$ cat src/hdl/rmth_pkg.sv
// ----------------------------------------------------------------------------
// rmth_pkg: shared types and constants of the running median block
// Payload structs, heap select codes, control/status structs and the
// heap ordering function.
// ----------------------------------------------------------------------------
package rmth_pkg;

  localparam int unsigned CAPACITY_DEF = 1024;
  localparam int unsigned SAMPLE_W     = 32;
  localparam int unsigned MEDIAN_W     = 33;
  localparam int unsigned COUNT_OUT_W  = 11;

  // heap select codes
  localparam logic HEAP_LOWER = 1'b0;
  localparam logic HEAP_UPPER = 1'b1;

  typedef struct packed {
    logic signed [SAMPLE_W-1:0] sample;
    logic                       start_of_stream;
  } in_t;

  typedef struct packed {
    logic signed [MEDIAN_W-1:0]  median_twice;
    logic                        dropped;
    logic [COUNT_OUT_W-1:0]      sample_count;
  } out_t;

  // commands from controller to datapath
  typedef struct packed {
    logic load;
    logic decide;
    logic start_sd;
    logic start_su;
    logic su_carry;
    logic sel;
    logic rd;
    logic rd_up;
    logic sd_step;
    logic su_step;
    logic inc;
    logic out_load;
  } cmd_t;

  // status from datapath to controller
  typedef struct packed {
    logic full;
    logic even;
    logic swap;
    logic sel;
    logic sd_done;
    logic su_done;
  } sts_t;

  // true if a belongs above b (max-heap for the lower half)
  function automatic logic above(logic signed [SAMPLE_W-1:0] a,
                                 logic signed [SAMPLE_W-1:0] b,
                                 logic is_max);
    logic res;
    res = is_max ? (a > b) : (a < b);
    return res;
  endfunction

endpackage

$ cat src/hdl/rmth_ctrl.sv
// ----------------------------------------------------------------------------
// rmth_ctrl: sequencer for insert, sift and rebalance
// Walks each item through decide, optional sift down and sift up, and result.
// ----------------------------------------------------------------------------
module rmth_ctrl (
  input  logic           clk_i,
  input  logic           rst_ni,
  input  logic           in_valid_i,
  output logic           in_stall_o,
  output logic           out_valid_o,
  input  logic           out_stall_i,
  input  rmth_pkg::sts_t sts_i,
  output rmth_pkg::cmd_t cmd_o
);

  typedef enum logic [2:0] {
    S_IDLE, S_DECIDE, S_SD_RD, S_SD_CMP, S_SU_RD, S_SU_CMP, S_FINISH
  } state_e;

  state_e state_q, state_d;
  logic   out_valid_q;

  assign in_stall_o  = (state_q != S_IDLE);
  assign out_valid_o = out_valid_q;

  // next state and commands
  always_comb begin
    cmd_o   = '0;
    state_d = state_q;
    unique case (state_q)
      S_IDLE: begin
        if (in_valid_i) begin
          cmd_o.load = 1'b1;
          state_d    = S_DECIDE;
        end
      end
      S_DECIDE: begin
        cmd_o.decide = 1'b1;
        if (sts_i.full) begin
          state_d = S_FINISH;
        end else if (sts_i.swap) begin
          cmd_o.start_sd = 1'b1;
          cmd_o.sel      = sts_i.even ? rmth_pkg::HEAP_UPPER : rmth_pkg::HEAP_LOWER;
          state_d        = S_SD_RD;
        end else begin
          cmd_o.start_su = 1'b1;
          cmd_o.sel      = sts_i.even ? rmth_pkg::HEAP_LOWER : rmth_pkg::HEAP_UPPER;
          state_d        = S_SU_RD;
        end
      end
      S_SD_RD: begin
        cmd_o.rd = 1'b1;
        state_d  = S_SD_CMP;
      end
      S_SD_CMP: begin
        cmd_o.sd_step = 1'b1;
        if (sts_i.sd_done) begin
          // old root moves to the other heap
          cmd_o.start_su = 1'b1;
          cmd_o.su_carry = 1'b1;
          cmd_o.sel      = ~sts_i.sel;
          state_d        = S_SU_RD;
        end else begin
          state_d = S_SD_RD;
        end
      end
      S_SU_RD: begin
        cmd_o.rd    = 1'b1;
        cmd_o.rd_up = 1'b1;
        state_d     = S_SU_CMP;
      end
      S_SU_CMP: begin
        cmd_o.su_step = 1'b1;
        if (sts_i.su_done) begin
          cmd_o.inc = 1'b1;
          state_d   = S_FINISH;
        end else begin
          state_d = S_SU_RD;
        end
      end
      S_FINISH: begin
        if (!out_valid_q || !out_stall_i) begin
          cmd_o.out_load = 1'b1;
          state_d        = S_IDLE;
        end
      end
      default: state_d = S_IDLE;
    endcase
  end

  // state and output valid
  always_ff @(posedge clk_i or negedge rst_ni) begin
    if (!rst_ni) begin
      state_q     <= S_IDLE;
      out_valid_q <= 1'b0;
    end else begin
      state_q <= state_d;
      if (cmd_o.out_load) begin
        out_valid_q <= 1'b1;
      end else if (!out_stall_i) begin
        out_valid_q <= 1'b0;
      end
    end
  end

endmodule

$ cat config.mk
export PLATFORM = sky130hd
export DESIGN_NAME = rmth_ctrl
export DESIGN_NICKNAME = d
export VERILOG_FILES = /design/src/hdl/rmth_pkg.sv /design/src/hdl/rmth_ctrl.sv
export SDC_FILE = /design/constraint.sdc
export NUM_CORES = 1
export LEC_CHECK = 0
export BUFFER_PORTS_ARGS = -buffer_cell sky130_fd_sc_hd__buf_2
export CAP_MARGIN = 10
export CORE_AREA = 4 4 41 43
export CTS_CLUSTER_SIZE = 10
export DETAILED_ROUTE_END_ITERATION = 7
export DIE_AREA = 0 0 45 47
export PLACE_DENSITY_LB_ADDON = 0.05
export REMOVE_ABC_BUFFERS = 1
export SLEW_MARGIN = 20
export SYNTH_ARGS = -nofsm -noshare
export SYNTH_HDL_FRONTEND = slang
export SYNTH_SLANG_ARGS = --single-unit
$ cat constraint.sdc
create_clock -name clk_i -period 0.93 [get_ports clk_i]
set_input_delay 0 -clock clk_i [delete_from_list [all_inputs] [get_ports clk_i]]
set_output_delay 0 -clock clk_i [all_outputs]
set_load 0.03 [all_outputs]
Word level (Yosys, flattened, before mapping)
Index checks and enable logic that the tools add are counted.
{"block": "classes", "addsub": 0, "mul": 0, "div": 0, "n_lt_le_gt_ge": 0, "n_eq_ne": 9, "n_shift": 0, "muxes": 30, "n_bitwise": 1, "reduce_logical": 7}
{"op": "one-hot mux 3 bit (7 select lines)", "count": 1}
{"op": "2-to-1 mux 3 bit", "count": 6}
{"op": "2-to-1 mux 1 bit", "count": 17}
{"op": "equality test 3 bit, second input constant", "count": 3}
{"op": "2-to-1 mux 2 bit", "count": 4}
{"op": "equality test 3 x 2 -> 1 bit, second input constant", "count": 2}
{"op": "inequality test 2 bit, second input constant", "count": 2}
{"op": "one-hot mux 1 bit (2 select lines)", "count": 2}
{"op": "equality test 3 x 1 -> 1 bit, second input constant", "count": 1}
{"op": "logical NOT 3 bit", "count": 1}
{"op": "nonzero test 3 bit", "count": 1}
{"op": "logical NOT 1 bit", "count": 2}
{"op": "inequality test 2 x 1 -> 1 bit, second input constant", "count": 1}
{"op": "AND reduction 2 bit", "count": 1}
{"op": "OR reduction 2 bit", "count": 1}
{"op": "logical OR 1 bit", "count": 1}
{"op": "inverter 1 bit", "count": 1}
{"block": "word_totals", "regBits": 4, "latchBits": 0, "ramBits": 0, "romBits": 0, "inputBits": 10, "out_inout_bits": 14, "word_cells": 49, "mem_count": 0}

Depth between registers and ports, before layout
Gate-level depths: netlist of run 1.
{"block": "logic_depth", "ltp_word": 5, "depth_mapped": 3, "mapped_depth_nobuf": 3}

Worst setup path before layout of run 1
OpenSTA, ideal clock, no wires.
{"block": "synth_path", "path_kind": "register to output", "from": "register state_q[2]", "to": "output cmd_o[0] in the netlist's numbering", "arrival_ps": 1362, "required_ps": 930, "path_slack_ps": -432, "path_stages_with_launch": 4, "path_buffers": 1, "cell_sequence": "dfrtp_1 > buf_4 > nand2_1 > nor3b_1"}
{"element": "start: declaration", "line": "rmth_ctrl.sv:20", "rtl": "state_e state_q, state_d;"}
{"element": "start signal: assignment", "line": "rmth_ctrl.sv:97", "rtl": "state_q <= state_d;"}
{"element": "end: declaration", "line": "rmth_ctrl.sv:13", "rtl": "output rmth_pkg::cmd_t cmd_o"}

==> flow_summary.json, run 1 <==
{
  "gp_congestion": 0.7038,
  "cts_sinks": 4,
  "die_area_um2": 2115,
  "first_pass_iters": 4,
  "grt_usage_pct": 12.17,
  "synth_cell_types": 21,
  "final_cell_mix": "buf_4, buf_2, buf_6",
  "grt_max_degree": 11,
  "drtIter0Drc": 3,
  "clk_latency_ns": 0.25,
  "cap_viol_max_count": 0,
  "final_common_cell": "buf_4",
  "finalMaxSlewViolations": 0,
  "nets": 94,
  "routedWlPerCell_um": 11.74,
  "antennaDiodeCount": 0,
  "synthToLayoutAreaGrowth_pct": 92.04,
  "coreArea_um2": 1301,
  "port-buffer-count": 23,
  "viasPerCell": 4.732,
  "initial_core_util_pct": 27.79,
  "syn_area_per_cell_um2": 7.861,
  "cts_tree": "done",
  "swShare_pct": 46.00,
  "status": "complete, but fails checks",
  "violations": "negative setup slack",
  "rows": 13,
  "worstMarginPinSlew_ns": 0.2114,
  "fmax_mhz": 752.5,
  "p_switching_mw": 1.071,
  "clkPwrFrac_pct": 9.8,
  "crit_required_ns": 0.93,
  "crit_type": "register to output pin",
  "yosysWarnings": 0,
  "hpwlAfterDp_um": 740.2,
  "setup_viol": 17,
  "p_leak_nw": 0.3537,
  "path_clk_slew_ns": 0.04,
  "finalPower_mw": 2.328,
  "hold_viol_final": 0,
  "pwr_density_cell_nw_per_um2": 3352,
  "synth_cells": 46,
  "drive_gt1_share_pct": 62.20,
  "synthesis.area_um2": 361.6,
  "place_ws_ns": -0.2436,
  "cp-start-kind": "register",
  "max_slew_margin_pct": 85.82,
  "vias": 459,
  "cts-root-buf": "clkbuf_4",
  "skew_ns": 0.009084,
  "grt_pass1_vias": 447,
  "arrival_ns": 1.33,
  "internal-power_mw": 1.257,
  "routed_wl_um": 1139,
  "drc": 0,
  "yosysSeqAreaShare_pct": 27.68,
  "rsz0062_at_grt": "yes",
  "antenna_left": 0,
  "path_max_fanout": 6,
  "cts.path.max_buffers": 2,
  "grt_pass1_wl_um": 1814,
  "ys_ff_latch": 4,
  "hold_path_class": "input pin to register",
  "grt_overflow": 0,
  "fin_crit_sh_pct": 142.9,
  "fin_ws_ns": -0.3988,
  "antenna_found_initial": 0,
  "die_width_um": 45,
  "fp.dieH_um": 47,
  "layout_min_cycle_time_ns": 1.329,
  "cts_made_buffers": 3,
  "io_pins": 24,
  "htreeDepth": 1,
  "combPwrFrac_pct": 74.8,
  "end_kind": "output pin",
  "irDropWorstVdd_mv": 1.670,
  "p_seq_share_pct": 15.4
}
[area by class of cell]
class                   count  area (um^2)
inverters                   4        15.01
clock buffers               3        22.52
fillers                   139        606.8
flip-flops and latches      4        102.6
multi-input cells          35        257.7
well taps                  15        18.77
repair buffers             36        277.8
[final timing paths]
check | from | end | slack [ns] | cells after the start
hold reg to reg | out_valid_o | out_valid_o | 0.54 | 2
setup reg to reg | state_q[1] | state_q[0] | -0.25 | 5
min in group asynchronous | rst_ni | state_q[0] | 0.09 | 2
hold / removal | out_stall_i | out_valid_o | 0.04 | 3
max in group asynchronous | rst_ni | state_q[2] | 0.69 | 2
setup / recovery | state_q[1] | cmd_o[11] | -0.40 | 3
[cell usage after synthesis, drive strengths merged]
| master | instances | area, um^2 |
|---|---|---|
| inv | 4 | 15.01 |
| nor2b | 3 | 21.27 |
| nor2 | 4 | 17.52 |
| a21oi | 1 | 5.000 |
| a32o | 3 | 30.03 |
| buf | 3 | 26.27 |
| and2 | 2 | 12.51 |
| o21ai | 5 | 25.02 |
| nor3 | 2 | 10.01 |
| dfrtp | 4 | 100.1 |
| xnor2 | 2 | 17.52 |
| a211oi | 1 | 7.510 |
| nor3b | 2 | 15.01 |
| or3 | 1 | 11.26 |
| and2b | 1 | 10.01 |
| and3 | 3 | 18.77 |
| nand2 | 5 | 18.77 |
[critical path, stage by stage (launching register included)]
cell and delay [ns]:
dfrtp_2 0.44, or3_4 0.42, nor2_4 0.09, buf_6 0.13
[state kept, by name (all words and copies together) (netlist names)]
register     count
state_q          3
out_valid_o      1
[repair_timing]
action / 4_1_cts / 5_1_grt
endpoints found under the hold margin: 4 / 0
gates resized for setup: 27 / 8
endpoints found under the setup margin: 16 / 17
hold buffers: 1 / 0
pin swaps: 3 / 0
setup buffers: 5 / 1
[per-stage QoR]
| step | utilization, % | hold slack (ns) | setup TNS [ns] | instance area [um^2] | cells |
|---|---|---|---|---|---|
| 2_1_floorplan | - | -0.2956 | -2.732 | 335.3 | 43 |
| 3_3_place_gp | 39.52 | -0.1898 | -2.209 | 514.2 | 87 |
| 3_5_place_dp | 39.52 | -0.1906 | -2.141 | 514.2 | 87 |
| 4_1_cts | 50.87 | 0.03720 | -4.830 | 661.9 | 96 |
| 5_1_grt | 53.37 | 0.04919 | -5.746 | 694.4 | 97 |
| 6_report | 53.37 | 0.03822 | -4.736 | 694.4 | 97 |
[routing by layer]
| layer | global-route usage [%] | vias to the layer above | part of all wire [%] |
|---|---|---|---|
| met2 | 17.51 | 25 | 44 |
| met3 | 6.513 | 2 | 11 |
| met1 | 14.35 | 201 | 43 |
| met4 | 7.018 | 0 | 1.9 |
| met5 | 0 | - | 0 |
| li1 | - | 231 | - |
[cell families after synthesis]
group / Yosys count / synth area share [%]
simple gates: 23 / 37.37
flops: 4 / 27.68
xor+xnor: 2 / 4.845
compound gates: 10 / 18.68
buf+inv: 7 / 11.42
[power by group through the flow]
stage          clock network, mW  registers [mW]  logic [mW]
2_1_floorplan                  0           0.449       0.755
6_report                   0.227           0.358        1.74
3_5_place_dp                   0           0.364        1.31
5_1_grt                    0.255           0.374        1.87
4_1_cts                    0.235           0.353        1.65
3_3_place_gp                   0           0.364        1.32
No activity file was read; power rests on OpenSTA's default activity.
==> inputs of run 2 (changes only) <==
==> constraint.sdc (replaced) <==
create_clock -name clk_i -period 1.1 [get_ports clk_i]
set_input_delay 0.11 -clock clk_i [delete_from_list [all_inputs] [get_ports clk_i]]
set_output_delay 0.11 -clock clk_i [all_outputs]
set_load 0.03 [all_outputs]
==> run 2 against run 1 <==
Against the previous run:
- the run still ends with negative setup slack left
- highest routed layer is now met3
- largest cell class is now multi-input combinational cells
- cell count unchanged
- register-to-register slack better by 0.23 ns
- first-iteration DRC count grew to 2.7 times the previous value
- worst setup slack improved by 0.076 ns
- global-route usage shrank 0.30 points
==> flow_summary.json, run 2 (synthesis results as in run 1) <==
{
  "status": "complete, but fails checks",
  "violations": "negative setup slack",
  "global_route.usage.met2_pct": 20.34,
  "final_util_pct": 54.52,
  "top_register": "state_q",
  "cts_tree": "done",
  "irDropWorstVdd_mv": 1.313,
  "fin_crit_sh_pct": 129.3,
  "antenna_found_initial": 0,
  "path_clk_slew_ns": 0.04,
  "drtIter0Drc": 8,
  "fin_ws_ns": -0.3228,
  "dp.cells": 88,
  "grt_pass1_vias": 466,
  "largest_reg_flops": 3,
  "swShare_pct": 45.57,
  "end_kind": "output pin",
  "crit_type": "register to output pin",
  "slowest_delay_ns": 0.43,
  "hold_path_class": "input pin to register",
  "nets": 94,
  "die_area_um2": 2115,
  "pwr_density_cell_nw_per_um2": 2843,
  "use_met3_pct": 6.513,
  "cts.path.max_buffers": 2,
  "cp-start-kind": "register",
  "stdcell_count": 97,
  "clkPwrFrac_pct": 9.2,
  "rows": 13,
  "grt_overflow": 0,
  "arrival_ns": 1.31,
  "final_common_cell": "buf_4",
  "max_slew_margin_pct": 86.12,
  "p_switching_mw": 0.9191,
  "min_path_cells": 3,
  "routedWlPerCell_um": 11.79,
  "initial_core_util_pct": 27.79,
  "coreArea_um2": 1301,
  "grt_pass1_wl_um": 1835,
  "cts-root-buf": "clkbuf_4",
  "r2r_cells": 4,
  "path_cells": "buf_6 > and3_4 > a32o_2 > buf_6",
  "fp.dieH_um": 47,
  "timing.hold.ws_ns": 0.1627,
  "grt_usage_pct": 11.88,
  "worstMarginPinSlew_ns": 0.2066,
  "gr-usage-met1_pct": 11.90,
  "crit_path_frequent_cell": "buf_6",
  "crit_buf_inv": 2,
  "crit_family": "flip-flops",
  "htreeDepth": 1,
  "internal-power_mw": 1.098,
  "critPathSlowestCell": "dfrtp_2",
  "clk_latency_ns": 0.24,
  "final_cell_mix": "buf_4, buf_2, buf_6",
  "combPwrFrac_pct": 76.2,
  "finalPower_mw": 2.017,
  "vias": 459,
  "drc": 0,
  "cap_viol_max_count": 0,
  "die_width_um": 45,
  "synthToLayoutAreaGrowth_pct": 96.19,
  "rsz0062_at_grt": "yes",
  "p_seq_share_pct": 14.5,
  "antennaDiodeCount": 0,
  "skew_ns": 0.003522,
  "setup_viol": 14,
  "place_ws_ns": -0.1960,
  "crit_required_ns": 0.99,
  "port-buffer-count": 23,
  "routed_wl_um": 1144,
  "grt_max_degree": 12,
  "finalMaxSlewViolations": 0,
  "gp_congestion": 0.6795,
  "first_pass_iters": 3,
  "viasPerCell": 4.732,
  "drive_gt1_share_pct": 65.85,
  "p_leak_nw": 0.3687,
  "hold_viol_final": 0,
  "io_pins": 24,
  "grt-busiest-layer": "met2",
  "layout_min_cycle_time_ns": 1.423,
  "cp.depth": 4,
  "antenna_left": 0,
  "fmax_mhz": 702.8,
  "cts_made_buffers": 3,
  "cts_sinks": 4,
  "hpwlAfterDp_um": 757,
  "path_max_fanout": 6
}
## run 2: final timing paths
check | from | to | slack [ns]
worst max register to register | state_q[0] | state_q[1] | -0.02
max in group asynchronous | rst_ni | state_q[2] | 0.75
worst min-delay path | out_stall_i | out_valid_o | 0.16
min in group asynchronous | rst_ni | state_q[0] | 0.21
worst min register to register | out_valid_o | out_valid_o | 0.54
worst max-delay path | state_q[1] | cmd_o[6] | -0.32
## run 2: stage by stage
step	setup TNS (ns)	area, um^2
after floorplan	-1.922	335.3
after global placement	-1.142	521.8
after detailed placement	-1.182	521.8
after CTS	-3.406	688.2
after global routing	-4.063	709.4
final	-3.303	709.4
## run 2: cell type report
class                   count  area, um^2
fillers                   132       591.8
multi-input cells          35       275.3
repair buffers             36       275.3
flip-flops and latches      4       102.6
clock buffers               3       22.52
well taps                  15       18.77
inverters                   4       15.01
## run 2: worst min-delay path, stage by stage
cell,delay [ns]
buf_2,0.07
nand2_1,0.09
o21ai_0,0.08
## run 2: layer usage
layer	wire length (um)	part of all wire, %
met1	479	42
met2	554	48
met3	110	9.6
met4	0	0
met5	0	0
## run 2: power groups by stage
stage / registers, mW / logic, mW / clock network, mW
3_5_place_dp: 0.298 / 1.15 / 0
4_1_cts: 0.293 / 1.47 / 0.195
6_report: 0.293 / 1.54 / 0.186
3_3_place_gp: 0.297 / 1.15 / 0
2_1_floorplan: 0.379 / 0.638 / 0
5_1_grt: 0.305 / 1.64 / 0.212
## run 2: repair_timing
action,in CTS,in global routing
hold buffers,1,0
gates cloned,0,0
endpoints found under the setup margin,14,15
buffers inserted,4,1
gates resized for setup,34,3
pin swaps,2,1
hold endpoints to repair,4,0
